[src/sv/serial_loaded_bank_mapper_defines.svh]
// ----------------------------------------------------------------------------
// Assertion macros for the serial loaded bank mapper
// Clocked on clk_i, disabled while rst_ni is low.
// ----------------------------------------------------------------------------
`ifndef SERIAL_LOADED_BANK_MAPPER_DEFINES_SVH
`define SERIAL_LOADED_BANK_MAPPER_DEFINES_SVH

`ifndef NO_ASSERTIONS
`define SLBM_ASSERT(lbl, prop, msg) \
  lbl: assert property (@(posedge clk_i) disable iff (!rst_ni) prop) else $error(msg);
`define SLBM_ASSERT_NEVER(lbl, cond, msg) \
  lbl: assert property (@(posedge clk_i) disable iff (!rst_ni) !(cond)) else $error(msg);
`else
`define SLBM_ASSERT(lbl, prop, msg)
`define SLBM_ASSERT_NEVER(lbl, cond, msg)
`endif

`endif

[src/sv/slbm_pkg.sv]
// ----------------------------------------------------------------------------
// slbm_pkg
// Types and constants shared by the bank mapper modules.
// ----------------------------------------------------------------------------
package slbm_pkg;

  localparam int MAX_PRG_BANKS = 32;
  localparam int MAX_CHR_BANKS = 32;

  localparam int CNT_W     = 6;
  localparam int BANK_W    = 5;
  localparam int CFG_IDX_W = 2;

  localparam logic [CFG_IDX_W-1:0] CFG_PRG_COUNT = 2'd0;
  localparam logic [CFG_IDX_W-1:0] CFG_CHR_COUNT = 2'd1;

  localparam logic [CNT_W-1:0] PRG_COUNT_RESET = 6'd8;
  localparam logic [CNT_W-1:0] CHR_COUNT_RESET = 6'd2;

  localparam logic [4:0] SHIFT_RESET = 5'h10;
  localparam logic [4:0] CTRL_RESET  = 5'h0C;
  localparam logic [4:0] PRG_MODE3   = 5'h0C;

  localparam logic [1:0] SEL_CONTROL  = 2'd0;
  localparam logic [1:0] SEL_CHR_LOW  = 2'd1;
  localparam logic [1:0] SEL_CHR_HIGH = 2'd2;
  localparam logic [1:0] SEL_PRG      = 2'd3;

  localparam logic [1:0] TGT_NONE = 2'd0;
  localparam logic [1:0] TGT_SRAM = 2'd1;
  localparam logic [1:0] TGT_PRG  = 2'd2;
  localparam logic [1:0] TGT_CHR  = 2'd3;

  typedef struct packed {
    logic [1:0]  func;
    logic [15:0] address;
    logic [7:0]  write_data;
  } slbm_in_t;

  typedef struct packed {
    logic [1:0]  target;
    logic [18:0] mem_address;
    logic        mem_write;
    logic [7:0]  mem_wdata;
    logic [1:0]  mirror;
  } slbm_out_t;

  typedef struct packed {
    logic       we;
    logic [1:0] sel;
    logic       clear;
    logic       bit_in;
  } slbm_load_t;

  typedef struct packed {
    logic [4:0] control;
    logic [4:0] chr_low;
    logic [4:0] chr_high;
    logic [3:0] prg_sel;
  } slbm_regs_t;

  typedef struct packed {
    logic              start;
    logic [BANK_W-1:0] dividend;
    logic [CNT_W-1:0]  divisor;
  } slbm_mod_req_t;

  typedef struct packed {
    logic              busy;
    logic              done;
    logic [BANK_W-1:0] rem;
  } slbm_mod_rsp_t;

  function automatic logic [CNT_W-1:0] clamp_count(input logic [CNT_W-1:0] v,
                                                   input logic [CNT_W-1:0] maxv);
    logic [CNT_W-1:0] r;
    if (v == '0) begin
      r = CNT_W'(1);
    end else if (v > maxv) begin
      r = maxv;
    end else begin
      r = v;
    end
    return r;
  endfunction

endpackage

[src/sv/serial_loaded_bank_mapper.sv]
// ----------------------------------------------------------------------------
// serial_loaded_bank_mapper
// Cartridge bank mapper with serially loaded control registers.
//
// Input channel (in_valid_i / in_stall_o / in_data_i) takes one CPU or PPU
// bus access per beat. Output channel (out_valid_o / out_stall_i /
// out_data_o) returns exactly one result beat per access: target memory,
// mapped address, write strobe and data, and mirroring mode.
// Configuration: cfg_we_i writes cfg_wdata_i into the bank count selected by
// cfg_index_i (0 program banks, 1 character banks); other indexes are ignored.
// Sequencing: a program ROM or character memory access runs the bank index
// through a one-bit-a-cycle remainder unit, five remainder steps, before
// its result goes to the output register; SRAM, unmapped and register load
// accesses go straight to the output register. One access is in flight at
// a time: no new access is taken until the last result is loaded.
// in_stall_o is high from accept until the result is loaded.
// Reset restores bank counts 8 and 2, the shift register marker and PRG
// mode 3. A stalled output holds its beat; the next result waits in the
// sequencer until the output register frees, then input is taken again.
// ----------------------------------------------------------------------------
`include "serial_loaded_bank_mapper_defines.svh"

module serial_loaded_bank_mapper (
  input  logic                                clk_i,
  input  logic                                rst_ni,
  input  logic                                in_valid_i,
  output logic                                in_stall_o,
  input  slbm_pkg::slbm_in_t                  in_data_i,
  output logic                                out_valid_o,
  input  logic                                out_stall_i,
  output slbm_pkg::slbm_out_t                 out_data_o,
  input  logic                                cfg_we_i,
  input  logic [slbm_pkg::CFG_IDX_W-1:0]      cfg_index_i,
  input  logic [slbm_pkg::CNT_W-1:0]          cfg_wdata_i
);
  import slbm_pkg::*;

  localparam logic [1:0] ST_IDLE = 2'd0;
  localparam logic [1:0] ST_CALC = 2'd1;
  localparam logic [1:0] ST_EMIT = 2'd2;

  logic [1:0]       state_q, state_d;
  logic [CNT_W-1:0] prg_cnt_q, chr_cnt_q;
  logic [CNT_W-1:0] prg_n, chr_n;
  slbm_in_t         item_q;
  logic [1:0]       tgt_q;
  logic [1:0]       tgt_in;
  logic             accept;
  logic             is_cpu, is_write;
  logic             out_free;
  logic             out_valid_q;
  slbm_out_t        out_q;
  slbm_out_t        result;
  logic [BANK_W-1:0] prg_idx, chr_idx;
  slbm_load_t       load;
  slbm_regs_t       regs;
  slbm_mod_req_t    mod_req;
  slbm_mod_rsp_t    mod_rsp;

  assign in_stall_o = (state_q != ST_IDLE);
  assign accept     = in_valid_i && !in_stall_o;
  assign out_free   = !out_valid_q || !out_stall_i;

  assign is_cpu   = !in_data_i.func[1];
  assign is_write = in_data_i.func[0];

  always_comb begin
    tgt_in = TGT_NONE;
    if (is_cpu) begin
      if (in_data_i.address[15]) begin
        if (!is_write) tgt_in = TGT_PRG;
      end else if (in_data_i.address[14:13] == 2'b11) begin
        tgt_in = TGT_SRAM;
      end
    end else if (in_data_i.address[15:13] == 3'b000) begin
      tgt_in = TGT_CHR;
    end
  end

  assign load.we     = accept && is_cpu && is_write && in_data_i.address[15];
  assign load.sel    = in_data_i.address[14:13];
  assign load.clear  = in_data_i.write_data[7];
  assign load.bit_in = in_data_i.write_data[0];

  slbm_serial_regs u_regs (
    .clk_i  (clk_i),
    .rst_ni (rst_ni),
    .load_i (load),
    .regs_o (regs)
  );

  assign prg_n = clamp_count(prg_cnt_q, CNT_W'(MAX_PRG_BANKS));
  assign chr_n = clamp_count(chr_cnt_q, CNT_W'(MAX_CHR_BANKS));

  always_comb begin
    unique case (regs.control[3:2])
      2'd2:    prg_idx = in_data_i.address[14] ? {1'b0, regs.prg_sel} : '0;
      2'd3:    prg_idx = in_data_i.address[14] ? prg_n[BANK_W-1:0] - 1'b1
                                               : {1'b0, regs.prg_sel};
      default: prg_idx = in_data_i.address[14] ? {1'b0, regs.prg_sel | 4'h1}
                                               : {1'b0, regs.prg_sel & 4'hE};
    endcase
    if (!regs.control[4]) begin
      chr_idx = in_data_i.address[12] ? (regs.chr_low | 5'h01)
                                      : (regs.chr_low & 5'h1E);
    end else begin
      chr_idx = in_data_i.address[12] ? regs.chr_high : regs.chr_low;
    end
  end

  assign mod_req.start    = accept && (tgt_in == TGT_PRG || tgt_in == TGT_CHR);
  assign mod_req.dividend = (tgt_in == TGT_PRG) ? prg_idx : chr_idx;
  assign mod_req.divisor  = (tgt_in == TGT_PRG) ? prg_n : chr_n;

  slbm_mod_unit u_mod (
    .clk_i  (clk_i),
    .rst_ni (rst_ni),
    .req_i  (mod_req),
    .rsp_o  (mod_rsp)
  );

  always_comb begin
    result.target    = tgt_q;
    result.mirror    = regs.control[1:0];
    result.mem_write = item_q.func[0] && (tgt_q == TGT_SRAM || tgt_q == TGT_CHR);
    result.mem_wdata = result.mem_write ? item_q.write_data : '0;
    unique case (tgt_q)
      TGT_SRAM: result.mem_address = {6'b0, item_q.address[12:0]};
      TGT_PRG:  result.mem_address = {mod_rsp.rem, item_q.address[13:0]};
      TGT_CHR:  result.mem_address = {2'b0, mod_rsp.rem, item_q.address[11:0]};
      default:  result.mem_address = '0;
    endcase
  end

  always_comb begin
    state_d = state_q;
    unique case (state_q)
      ST_IDLE: if (accept) state_d = mod_req.start ? ST_CALC : ST_EMIT;
      ST_CALC: if (mod_rsp.done) state_d = ST_EMIT;
      ST_EMIT: if (out_free) state_d = ST_IDLE;
      default: state_d = ST_IDLE;
    endcase
  end

  always_ff @(posedge clk_i or negedge rst_ni) begin
    if (!rst_ni) begin
      state_q     <= ST_IDLE;
      out_valid_q <= 1'b0;
      prg_cnt_q   <= PRG_COUNT_RESET;
      chr_cnt_q   <= CHR_COUNT_RESET;
    end else begin
      state_q <= state_d;
      if (state_q == ST_EMIT && out_free) begin
        out_valid_q <= 1'b1;
      end else if (!out_stall_i) begin
        out_valid_q <= 1'b0;
      end
      if (cfg_we_i) begin
        if (cfg_index_i == CFG_PRG_COUNT) prg_cnt_q <= cfg_wdata_i;
        if (cfg_index_i == CFG_CHR_COUNT) chr_cnt_q <= cfg_wdata_i;
      end
    end
  end

  always_ff @(posedge clk_i) begin
    if (accept) begin
      item_q <= in_data_i;
      tgt_q  <= tgt_in;
    end
    if (state_q == ST_EMIT && out_free) begin
      out_q <= result;
    end
  end

  assign out_valid_o = out_valid_q;
  assign out_data_o  = out_q;

  `SLBM_ASSERT(a_accept_blocks, accept |=> in_stall_o, "input taken while busy")
  `SLBM_ASSERT(a_done_in_calc, mod_rsp.done |-> (state_q == ST_CALC),
               "remainder done outside calc")
  `SLBM_ASSERT_NEVER(a_mod_idle, (state_q != ST_CALC) && mod_rsp.busy,
                     "remainder unit busy outside calc")
  `SLBM_ASSERT(a_emit_loads, (state_q == ST_EMIT && out_free) |=>
               (out_valid_q && state_q == ST_IDLE), "result beat not loaded")

endmodule

[src/sv/slbm_serial_regs.sv]
// ----------------------------------------------------------------------------
// slbm_serial_regs
// Five-bit serial shift register and the bank registers it loads.
// ----------------------------------------------------------------------------
module slbm_serial_regs (
  input  logic                   clk_i,
  input  logic                   rst_ni,
  input  slbm_pkg::slbm_load_t   load_i,
  output slbm_pkg::slbm_regs_t   regs_o
);
  import slbm_pkg::*;

  logic [4:0] shift_q;
  logic [4:0] shift_next;
  slbm_regs_t regs_q;

  assign shift_next = {load_i.bit_in, shift_q[4:1]};

  always_ff @(posedge clk_i or negedge rst_ni) begin
    if (!rst_ni) begin
      shift_q         <= SHIFT_RESET;
      regs_q.control  <= CTRL_RESET;
      regs_q.chr_low  <= '0;
      regs_q.chr_high <= '0;
      regs_q.prg_sel  <= '0;
    end else if (load_i.we) begin
      if (load_i.clear) begin
        shift_q        <= SHIFT_RESET;
        regs_q.control <= regs_q.control | PRG_MODE3;
      end else if (shift_q[0]) begin
        shift_q <= SHIFT_RESET;
        unique case (load_i.sel)
          SEL_CONTROL:  regs_q.control  <= shift_next;
          SEL_CHR_LOW:  regs_q.chr_low  <= shift_next;
          SEL_CHR_HIGH: regs_q.chr_high <= shift_next;
          SEL_PRG:      regs_q.prg_sel  <= shift_next[3:0];
          default:      regs_q.prg_sel  <= shift_next[3:0];
        endcase
      end else begin
        shift_q <= shift_next;
      end
    end
  end

  assign regs_o = regs_q;

endmodule

[src/sv/slbm_mod_unit.sv]
// ----------------------------------------------------------------------------
// slbm_mod_unit
// Restoring remainder unit: bank index modulo bank count, one bit a cycle.
// ----------------------------------------------------------------------------
module slbm_mod_unit (
  input  logic                    clk_i,
  input  logic                    rst_ni,
  input  slbm_pkg::slbm_mod_req_t req_i,
  output slbm_pkg::slbm_mod_rsp_t rsp_o
);
  import slbm_pkg::*;

  localparam int STEP_W = $clog2(BANK_W);

  logic              busy_q;
  logic              done_q;
  logic [STEP_W-1:0] step_q;
  logic [BANK_W-1:0] dvd_q;
  logic [CNT_W-1:0]  dvs_q;
  logic [BANK_W-1:0] rem_q;
  logic [CNT_W-1:0]  trial;

  assign trial = {rem_q, dvd_q[BANK_W-1]};

  always_ff @(posedge clk_i or negedge rst_ni) begin
    if (!rst_ni) begin
      busy_q <= 1'b0;
      done_q <= 1'b0;
      step_q <= '0;
    end else begin
      done_q <= 1'b0;
      if (req_i.start) begin
        busy_q <= 1'b1;
        step_q <= STEP_W'(BANK_W - 1);
      end else if (busy_q) begin
        if (step_q == '0) begin
          busy_q <= 1'b0;
          done_q <= 1'b1;
        end else begin
          step_q <= step_q - 1'b1;
        end
      end
    end
  end

  // remainder stays below the divisor, which is at most 32
  always_ff @(posedge clk_i) begin
    if (req_i.start) begin
      dvd_q <= req_i.dividend;
      dvs_q <= req_i.divisor;
      rem_q <= '0;
    end else if (busy_q) begin
      dvd_q <= {dvd_q[BANK_W-2:0], 1'b0};
      rem_q <= BANK_W'((trial >= dvs_q) ? (trial - dvs_q) : trial);
    end
  end

  assign rsp_o.busy = busy_q;
  assign rsp_o.done = done_q;
  assign rsp_o.rem  = rem_q;

endmodule

[config.mk]
export PLATFORM = sky130hd
export DESIGN_NAME = serial_loaded_bank_mapper
export DESIGN_NICKNAME = d
export VERILOG_FILES = /design/src/sv/slbm_pkg.sv /design/src/sv/serial_loaded_bank_mapper.sv /design/src/sv/slbm_serial_regs.sv /design/src/sv/slbm_mod_unit.sv
export VERILOG_INCLUDE_DIRS = /design/src /design/src/sv
export SDC_FILE = /design/constraint.sdc
export NUM_CORES = 1
export LEC_CHECK = 0
export BUFFER_PORTS_ARGS = -buffer_cell sky130_fd_sc_hd__buf_2
export CORE_UTILIZATION = 60
export CTS_CLUSTER_SIZE = 24
export DETAILED_ROUTE_END_ITERATION = 7
export PLACE_DENSITY_LB_ADDON = 0.3
export SLEW_MARGIN = 20
export SYNTH_ARGS = -nofsm -noshare
export SYNTH_HDL_FRONTEND = slang
export SYNTH_SLANG_ARGS = --single-unit
export TNS_END_PERCENT = 100
[constraint.sdc]
create_clock -name clk_i -period 5 [get_ports clk_i]
set_input_delay 1 -clock clk_i [delete_from_list [all_inputs] [get_ports clk_i]]
set_output_delay 1 -clock clk_i [all_outputs]
set_load 0.03 [all_outputs]
==> run metrics, run 1 <==
Worst R2R End u_regs.regs_o[9]; remaining antenna violation count 0; critical path's slowest cell or3b_4; Leakage 2.645 nW; Max Clk Rate 328.5 MHz; ys flop type edfxtp_1; buffer count from post-CTS setup fixing 0; number of synthesized flops with an enable pin 68; register area share after synthesis 64.65%; WL/cell ~17 um; share of the synthesized area in the top cell type 40.63%; nets 513; TritonRoute pass-1 iters 4; Net Count, Synth 429; WP data arrival 3.44 ns; CTS Buffer Depth 2; Synth area leaders edfxtp_1, dfrtp_1, mux2_2, dfstp_2, nor2b_1; Core Footprint 8175 um^2; wirelength, routed 9862 um; CTS buffer count 17; final hold vios 0; initial DRC count between 150 and 200; via count 3281; later-pin clock latency in the skew report approximately 0.52 ns; cell row count 33; worst path bufs/invs 2; cts hold-fix bufs 0; largest family of logic cells by synthesized area simple AND/OR/NAND/NOR gates; crit path kind in -> reg; CP cell instances buf_2, nor3b_4, buf_4, nand4_1, or3b_4, nor3b_4, mux2_2; gr usage total 24.91%; layout cells sized above 1 32.49%; RSZ-0062 raised after global routing false; total grt overflow 0; Die X 93.53 um; root buf cell clkbuf_8; setup slack, reg-to-reg 2.04 ns; CP dominant cell by count nor3b_4; async set-or-reset flop fraction in the synthesized netlist 37.61%; Reg-to-Reg Start state_q[1]; initial core utilization 61.48%; most frequent cell after synthesis edfxtp_1; Synth Area in Compound Gates 7.045%; max_slew headroom between 30% and 40%; worst stage delay on the critical path 0.59 ns; Pwr Density 576.7 nW/um^2; Max Cap Viol 0; Die Y-Extent 93.53 um; vias in the first global route 3198; crit path launch type input pin; worst-path fanout max 27; Ys Warns 0; Post-Synth Adder-Cell Area 2.639%; mean area per synthesized cell 13.23 um^2; Max Slew Vio Count 0; first-pass GRT wire length approximately 16000 um; Resized cells post-CTS 0; Worst R2R Path Depth 6; CTS tree yes; top post-synthesis cells by count edfxtp_1, dfrtp_1, nand2_1, mux2_2, o21ai_0; antenna violations before repair 0; Post-Route Skew 0.007846 ns; post-synthesis simple-gate area fraction 13.64%; post-synthesis cell area just over 5000 um^2; TNS Setup 0 ns; die area between 8000 and 9000 um^2; clock slew at reported path FFs 0.06 ns; CP Capture Type register; setup ws final 1.956 ns; Least-Margin Pin Slew 0.9688 ns; I/O Buffers 72; pre-CTS setup slack 1.484 ns; detailed placement HPWL 6383 um; largest net degree at the start of global routing 45; Period Utilization, post-route 60.89%; Setup violations, final 0; Tmin final 3.045 ns; clock sinks 117; top cell type by total area after synthesis edfxtp_1; fillcell total 538; n_diodes 0; Post-route DRC 0; Core Util, Final roughly three quarters; total chip power 3.513 mW; Cells after Synth 380; top-level I/O count between 70 and 80; XOR/XNOR Fraction of Synth Area 1.220%; average via count per standard cell 5.637; mux cell area share after synthesis 8.912%; Synth cell types 44; htree depth 4; CP top delay family simple AND/OR/NAND/NOR gates; status finished, final reports clean; hold slack 0.4626 ns; WP data required 5.40 ns; hold crit path type in -> async; GPL Wtd Cong 0.7942; Max IR drop VDD between 0.2 and 0.3 mV; Area growth, synth to finish 21.18%; Yosys reg bits 117
[metrics by stage]
step                      area, um^2  instances
final                           6091        582
after global routing            6091        582
after CTS                       6088        582
after detailed placement        5508        550
after global placement          5508        550
after floorplan                 5026        380
[cell usage in the layout (no fill, tap or decap), types with 5 or more instances in the layout]
| master | Yosys | routed |
|---|---|---|
| inv_1 | 16 | 16 |
| dfstp_2 | 5 | 5 |
| clkbuf_16 | 0 | 16 |
| and3_1 | 9 | 9 |
| nand3_1 | 8 | 8 |
| inv_6 | 0 | 7 |
| o21ai_0 | 24 | 24 |
| mux2_2 | 30 | 30 |
| nor2b_1 | 21 | 21 |
| nand3b_1 | 6 | 6 |
| buf_2 | 0 | 71 |
| mux2i_1 | 11 | 11 |
| edfxtp_1 | 68 | 68 |
| dfxtp_1 | 5 | 5 |
| dfrtp_1 | 39 | 39 |
| nand2_1 | 31 | 31 |
| ha_1 | 9 | 9 |
| a21oi_1 | 23 | 22 |
| nor2_1 | 16 | 16 |
[registers in the layout (all words and copies together), names as in the netlist]
name / flops
chr_cnt_q: 6
item_q: 23
out_data_o: 32
out_valid_o: 1
prg_cnt_q: 6
state_q: 2
tgt_q: 2
u_mod.busy_q: 1
u_mod.done_q: 1
u_mod.dvd_q: 5
u_mod.dvs_q: 6
u_mod.rem_q: 5
u_mod.step_q: 3
u_regs.regs_o: 19
u_regs.shift_q: 5
[worst max-delay path by stage]
stage,endpoint,slack (ns),depth (start not counted),from
after CTS,u_regs.regs_o[9],2.00,7,in_valid_i
after detailed placement,u_regs.regs_o[11],1.48,7,in_valid_i
final,u_regs.regs_o[9],1.96,7,in_valid_i
after floorplan,u_regs.regs_o[13],1.34,5,in_valid_i
after global routing,u_regs.regs_o[11],1.80,7,in_valid_i
after global placement,u_regs.regs_o[12],1.64,7,in_valid_i
[routing by layer]
metal	wire length, um	up-vias	track usage [%]
li1	-	1557	-
met1	4112	1586	30.31
met2	4943	121	41.18
met3	607	17	6.423
met4	199	0	12.69
met5	0	-	0
[power breakdown]
group,internal (mW),switching (mW)
logic,0.306,0.535
clock network,0.721,0.454
registers,1.32,0.176
[cell families (layout without fill, tap and decap cells)]
| group | count (synthesis) | in the layout |
|---|---|---|
| buf+inv | 25 | 122 |
| fa+ha+maj | 10 | 10 |
| simple gates | 120 | 120 |
| compound gates | 60 | 60 |
| xor+xnor | 7 | 7 |
| flops | 117 | 117 |
| mux | 41 | 41 |
[layout make-up]
| type | count | area (um^2) | area share, % |
|---|---|---|---|
| Clock buffer | 17 | 414.1 | 6.800 |
| Tap cell | 105 | 131.4 | 2.157 |
| Sequential cell | 117 | 3249 | 53.35 |
| Multi-Input combinational cell | 238 | 1692 | 27.77 |
| Clock inverter | 15 | 166.4 | 2.732 |
| Inverter | 16 | 60.06 | 0.9860 |
| Timing Repair Buffer | 74 | 377.9 | 6.204 |
No activity file was read; power rests on OpenSTA's default activity.
==> inputs of run 2 (changes only) <==
ABC_AREA = 1   (was default)
CORE_UTILIZATION = 57   (was 60)
clock period = 2.9 ns   (was 5 ns; I/O delays follow)
==> run metrics, run 2 <==
I/O Buffers 72 (unchanged); post-placement cell count 648 (was 550); setup slack, reg-to-reg 0.93 ns (was 2.04 ns); Synth cell types 45 (was 44); cts hold-fix bufs 0 (unchanged); post-synthesis simple-gate area fraction 16.24% (was 13.64%); buffer count from post-CTS setup fixing 0 (unchanged); Post-Synth Adder-Cell Area 2.588% (was 2.639%); root buf cell clkbuf_8 (unchanged); async set-or-reset flop fraction in the synthesized netlist 37.61% (unchanged); GPL Wtd Cong 0.8676 (was 0.7942); worst stage delay on the critical path 0.42 ns (was 0.59 ns); largest net degree at the start of global routing 45 (unchanged); clock sinks 117 (unchanged); first-pass GRT wire length 17110 um (was 15840 um); die area 9374 um^2 (was 8747 um^2); hold crit path type in -> async (unchanged); Max Clk Rate 508.3 MHz; Synth area leaders edfxtp_1, dfrtp_1, inv_1, nand2_1, nor2_1 (was edfxtp_1, dfrtp_1, mux2_2, dfstp_2, nor2b_1); crit path launch type register (was input pin); CP startpoint u_mod.dvd_q[4] (was in_valid_i); Setup violations, final 0 (unchanged); fillcell total 601 (was 538); ys flop type edfxtp_1 (unchanged); clock slew at reported path FFs 0.06 ns (about the same); setup ws final 0.9327 ns (was 1.956 ns); top-level I/O count 73 (unchanged); max_slew headroom 47.35% (was 35.27%); commonest cells after routing, fill and taps aside inv_1, buf_2, edfxtp_1 (was buf_2, edfxtp_1, dfrtp_1); Post-route DRC 0 (unchanged); number of synthesized flops with an enable pin 68 (unchanged); detailed placement HPWL 7033 um (was 6383 um); post-synthesis cell area 5125 um^2 (was 5026 um^2); total grt overflow 0 (unchanged); remaining antenna violation count 0 (unchanged); WP data arrival 2.35 ns (was 3.44 ns); register area share after synthesis 63.40% (was 64.65%); n_diodes 0 (unchanged); antenna violations before repair 0 (unchanged); WL/cell 14.73 um (was 16.95 um); Area growth, synth to finish 20.56% (was 21.18%); commonest non-fill, non-tap cell in the layout inv_1 (was buf_2); CP Capture Type register (unchanged); initial DRC count 190 (was 168); Finished Layout Cells 680 (was 582); Resized cells post-CTS 0 (unchanged); TritonRoute pass-1 iters 5 (was 4); initial core utilization 58.77% (was 61.48%); top post-synthesis cells by count inv_1, edfxtp_1, nand2_1, nor2_1, dfrtp_1 (was edfxtp_1, dfrtp_1, nand2_1, mux2_2, o21ai_0); CTS tree yes (unchanged); status finished, final reports clean (unchanged); Core Footprint 8721 um^2 (was 8175 um^2); CTS Buffer Depth 2 (unchanged); layout cells sized above 1 26.75% (was 32.49%); Net Count, Synth 520 (was 429); Pwr Density 1004 nW/um^2 (was 576.7 nW/um^2); later-pin clock latency in the skew report 0.51 ns (was 0.52 ns); Die X 96.82 um (was 93.53 um); share of the synthesized area in the top cell type 39.84% (was 40.63%); Post-Route Skew 0.01455 ns (was 0.007846 ns); Max IR drop VDD 0.5468 mV (was 0.2822 mV); Yosys reg bits 117 (unchanged); Max Slew Vio Count 0 (unchanged); crit path kind reg -> reg (was in -> reg); Ys Warns 0 (unchanged); Tmin final 1.967 ns; wirelength, routed 10020 um (was 9862 um); WP data required 3.29 ns (was 5.40 ns); RSZ-0062 raised after global routing false (unchanged); CP cell instances inv_1, ha_1, fa_1, inv_1, nand4_1, nand4_2, o21ai_1, o211ai_2, o21ai_2 (was buf_2, nor3b_4, buf_4, nand4_1, or3b_4, nor3b_4, mux2_2); Period Utilization, post-route 67.84%; critical path's slowest cell fa_1 (was or3b_4); Die Y-Extent 96.82 um (was 93.53 um); largest family of logic cells by synthesized area simple AND/OR/NAND/NOR gates (unchanged); cell row count 34 (was 33); mux cell area share after synthesis 0% (was 8.912%); CP top delay family adder cells (was simple AND/OR/NAND/NOR gates); CP dominant cell by count inv_1 (was nor3b_4); pre-CTS setup slack 0.8693 ns (was 1.484 ns); final hold vios 0 (unchanged); Reg-to-Reg Start u_mod.dvd_q[4] (was state_q[1]); Max Cap Viol 0 (unchanged); most frequent cell after synthesis inv_1 (was edfxtp_1); mean area per synthesized cell 10.88 um^2 (was 13.23 um^2); Least-Margin Pin Slew 0.7868 ns (was 0.9688 ns); nets 608 (was 513); gr usage total 23.13% (was 24.91%); CTS buffer count 17 (unchanged); worst path bufs/invs 2 (unchanged); Cells after Synth 471 (was 380); Core Util, Final 70.85% (was 74.50%); average via count per standard cell 5.385 (was 5.637); Synth Area in Compound Gates 10.57% (was 7.045%); XOR/XNOR Fraction of Synth Area 0.5127% (was 1.220%); TNS Setup 0 ns (unchanged); top cell type by total area after synthesis edfxtp_1 (unchanged); via count 3662 (was 3281); worst-path fanout max 10 (was 27); htree depth 4 (unchanged); max FFs per register 32 (unchanged); Leakage 2.811 nW (was 2.645 nW); vias in the first global route 3645 (was 3198)
run 2: area by class of cell:
class                   count  area [um^2]  area share [%]
inverters                  82        321.6           5.205
clock buffers              17        414.1           6.703
well taps                 108        135.1           2.187
clock inverters            15        145.1           2.349
multi-input cells         267         1535           24.85
repair buffers             74        377.9           6.116
flip-flops and latches    117         3249           52.59
run 2: path summary, 6_finish.rpt:
check,end,depth (start not counted)
max,u_mod.rem_q[2],9
min,prg_cnt_q[0],1
max reg2reg,u_mod.rem_q[2],9
min reg2reg,out_data_o[1],0
max in group asynchronous,u_regs.regs_o[8],1
min in group clk_i,item_q[9],1
run 2: report_power, final:
group / internal, mW / total [mW] / switching (mW)
logic: 0.499 / 1.71 / 1.21
registers: 2.34 / 2.56 / 0.220
clock network: 1.16 / 1.93 / 0.779
total: 3.99 / 6.20 / 2.21
run 2: kinds of logic after synthesis:
group / Yosys count
simple gates: 168
xor+xnor: 3
fa+ha+maj: 10
buf+inv: 87
flops: 117
compound gates: 86
run 2: worst register-to-register path, stage by stage, from the launching register on:
cell and delay (ns):
edfxtp_1 0.37, inv_1 0.07, ha_1 0.21, fa_1 0.42
inv_1 0.10, nand4_1 0.11, nand4_2 0.27, o21ai_1 0.14
o211ai_2 0.09, o21ai_2 0.08
run 2: per-stage QoR:
stage | total power, mW | hold WS, ns | area (um^2)
final | 6.202 | 0.06581 | 6178
after global routing | 6.533 | 0.1054 | 6178
after CTS | 6.240 | 0.2309 | 6176
after detailed placement | 4.280 | 0.4342 | 5617
after global placement | 4.221 | 0.4349 | 5617
after floorplan | 3.798 | 0.2844 | 5125
run 2: layer usage:
layer	GRT usage (%)	share of wire (%)	vias to the layer above
li1	-	-	1771
met1	29.98	43	1762
met2	38.08	51	110
met3	5.491	4.4	19
met4	8.496	1.4	0
met5	0	0	-
==> inputs of run 3 (changes only) <==
CORE_UTILIZATION = 51   (was 57)
clock period = 1.8 ns   (was 2.9 ns; I/O delays follow)
==> run metrics, run 3 (synthesis results as in run 2) <==
antenna violations before repair 0 (unchanged); CP startpoint u_mod.dvs_q[0] (was u_mod.dvd_q[4]); WP data arrival 2.22 ns (was 2.35 ns); commonest non-fill, non-tap cell in the layout buf_2 (was inv_1); Least-Margin Pin Slew 0.4373 ns (was 0.7868 ns); clock slew at reported path FFs 0.06 ns (about the same); sw frac 35.54% (was 35.62%); Period Utilization, post-route 100.9% (was 67.84%); fillcell total 737 (was 601); average via count per standard cell 5.018 (was 5.385); Worst R2R End u_mod.rem_q[4] (was u_mod.rem_q[2]); setup ws final -0.01569 ns (was 0.9327 ns); via count 3618 (was 3662); top-level I/O count 73 (unchanged); Area growth, synth to finish 24.90% (was 20.56%); Setup violations, final 2 (was 0); CTS tree yes (unchanged); worst stage delay on the critical path 0.44 ns (was 0.42 ns); Register Area 3252 um^2 (was 3249 um^2); failing checks setup timing; total chip power 10.19 mW (was 6.202 mW); Post-route DRC 0 (unchanged); layout cells sized above 1 30.27% (was 26.75%); TritonRoute pass-1 iters 4 (was 5); wirelength, routed 10130 um (was 10020 um); detailed placement HPWL 7037 um (was 7033 um); vias in the first global route 3509 (was 3645); Core Footprint 9774 um^2 (was 8721 um^2); Pwr Density 1593 nW/um^2 (was 1004 nW/um^2); Tmin final 1.816 ns (was 1.967 ns); initial core utilization 52.43% (was 58.77%); Worst R2R Path Depth 8 (was 9); Reg-to-Reg Start u_mod.dvs_q[0] (was u_mod.dvd_q[4]); RSZ-0062 raised after global routing true (was false); clock sinks 117 (unchanged); Power Internal 6.571 mW (was 3.993 mW); CP Capture Type register (unchanged); Finished Cell Area 6401 um^2 (was 6178 um^2); Max Clk Rate 550.8 MHz (was 508.3 MHz); WL/cell 14.06 um (was 14.73 um); remaining antenna violation count 0 (unchanged); status finished with violations (was finished, final reports clean); GPL Wtd Cong 0.8104 (was 0.8676); first-pass GRT wire length 16160 um (was 17110 um); Flop pwr share 40.3% (was 41.3%); root buf cell clkbuf_8 (unchanged); hold path cells 1; crit path kind reg -> reg (unchanged); WP data required 2.20 ns (was 3.29 ns); hold crit path type in -> reg (was in -> async); critical path's slowest cell edfxtp_1 (was fa_1); n_diodes 0 (unchanged); die area 10450 um^2 (was 9374 um^2); Max Slew Vio Count 0 (unchanged); Max IR drop VDD 0.6385 mV (was 0.5468 mV); max FFs per register 32 (unchanged); DP Area 5733 um^2 (was 5617 um^2); nets 624 (was 608); commonest cells after routing, fill and taps aside buf_2, inv_1, edfxtp_1 (was inv_1, buf_2, edfxtp_1); crit path launch type register (unchanged); CTS buffer count 17 (unchanged); final hold vios 0 (unchanged); htree depth 4 (unchanged); clock power share 30.6% (was 31.2%); Die X 102.2 um (was 96.82 um); Max Cap Viol 0 (unchanged); Die Y-Extent 102.2 um (was 96.82 um); CTS Buffer Depth 2 (unchanged); area of the multi-input gates 1594 um^2 (was 1535 um^2); initial DRC count 159 (was 190); max_slew headroom 70.84% (was 47.35%); Post-Route Skew 0.009764 ns (was 0.01455 ns); CP cell instances ha_4, fa_2, inv_2, nand4_1, nand4_2, nand2_1, o211ai_2, o21ai_2 (was inv_1, ha_1, fa_1, inv_1, nand4_1, nand4_2, o21ai_1, o211ai_2, o21ai_2); worst-path fanout max 4 (was 10); cell row count 36 (was 34); beginning of the worst hold path in_data_i[3]; I/O Buffers 72 (unchanged); Sw Pwr 3.623 mW (was 2.209 mW); hold slack 0.02141 ns (was 0.06581 ns); Gate power share 29.1% (was 27.6%); total grt overflow 0 (unchanged); Leakage 2.894 nW (was 2.811 nW); largest net degree at the start of global routing 30 (was 45); setup slack, reg-to-reg -0.02 ns (was 0.93 ns); hold-critical path endpoint item_q[3]; gr usage total 20.58% (was 23.13%); later-pin clock latency in the skew report 0.51 ns (about the same)
[run 3: area by class of cell]
| type | count | share of cell area [%] |
|---|---|---|
| Clock buffer | 17 | 6.470 |
| Clock inverter | 15 | 2.248 |
| Inverter | 82 | 5.023 |
| Multi-Input combinational cell | 268 | 24.90 |
| Sequential cell | 117 | 50.80 |
| Tap cell | 133 | 2.600 |
| Timing Repair Buffer | 89 | 7.955 |
[run 3: metal layers]
metal | share of wire, % | GRT usage (%) | vias up
met5 | 0 | 0 | -
met4 | 1.4 | 8.022 | 0
met3 | 4.5 | 6.361 | 14
met2 | 52 | 35.05 | 90
met1 | 42 | 24.43 | 1713
li1 | - | - | 1801
[run 3: what timing repair did]
action / CTS / global route
hold endpoints to repair: 15 / 1
pin swaps: 2 / 3
gates resized for setup: 3 / 11
setup buffers: 0 / 4
cloned: 1 / 0
hold buffers: 1 / 1
setup endpoints to repair: 6 / 7
[run 3: worst max path at each step]
| stage | to | slack (ns) |
|---|---|---|
| 3_5_place_dp | u_mod.rem_q[4] | -0.03 |
| 3_3_place_gp | u_mod.rem_q[2] | 0.06 |
| 5_1_grt | u_mod.rem_q[1] | -0.07 |
| 6_report | u_mod.rem_q[4] | -0.02 |
| 2_1_floorplan | u_mod.rem_q[2] | 0.07 |
| 4_1_cts | u_mod.dvd_q[1] | 0.01 |
[run 3: critical path, delay by kind of cell, from the launching register on]
kind | cells | cell delay (ns)
fa+ha+maj | 2 | 0.57
simple gates | 3 | 0.50
flops | 1 | 0.44
compound gates | 2 | 0.14
buf+inv | 1 | 0.07
[run 3: per-stage QoR]
| step | util [%] | instances | worst slack (ns) | setup TNS [ns] |
|---|---|---|---|---|
| after floorplan | - | 471 | 0.07178 | 0 |
| after global placement | 58.65 | 682 | 0.05630 | 0 |
| after detailed placement | 58.65 | 682 | -0.02896 | -0.09497 |
| after CTS | 64.75 | 716 | 0.01354 | 0 |
| after global routing | 65.49 | 721 | -0.06831 | -0.2118 |
| final | 65.49 | 721 | -0.01569 | -0.02591 |
[run 3: power groups by stage]
stage | sequential [mW] | clock [mW] | combinational (mW)
floorplan | 4.64 | 0 | 1.48
global placement | 4.11 | 0 | 2.74
detailed placement | 4.15 | 0 | 2.82
CTS | 4.10 | 3.15 | 2.89
global route | 4.19 | 3.29 | 3.26
finish | 4.11 | 3.12 | 2.97
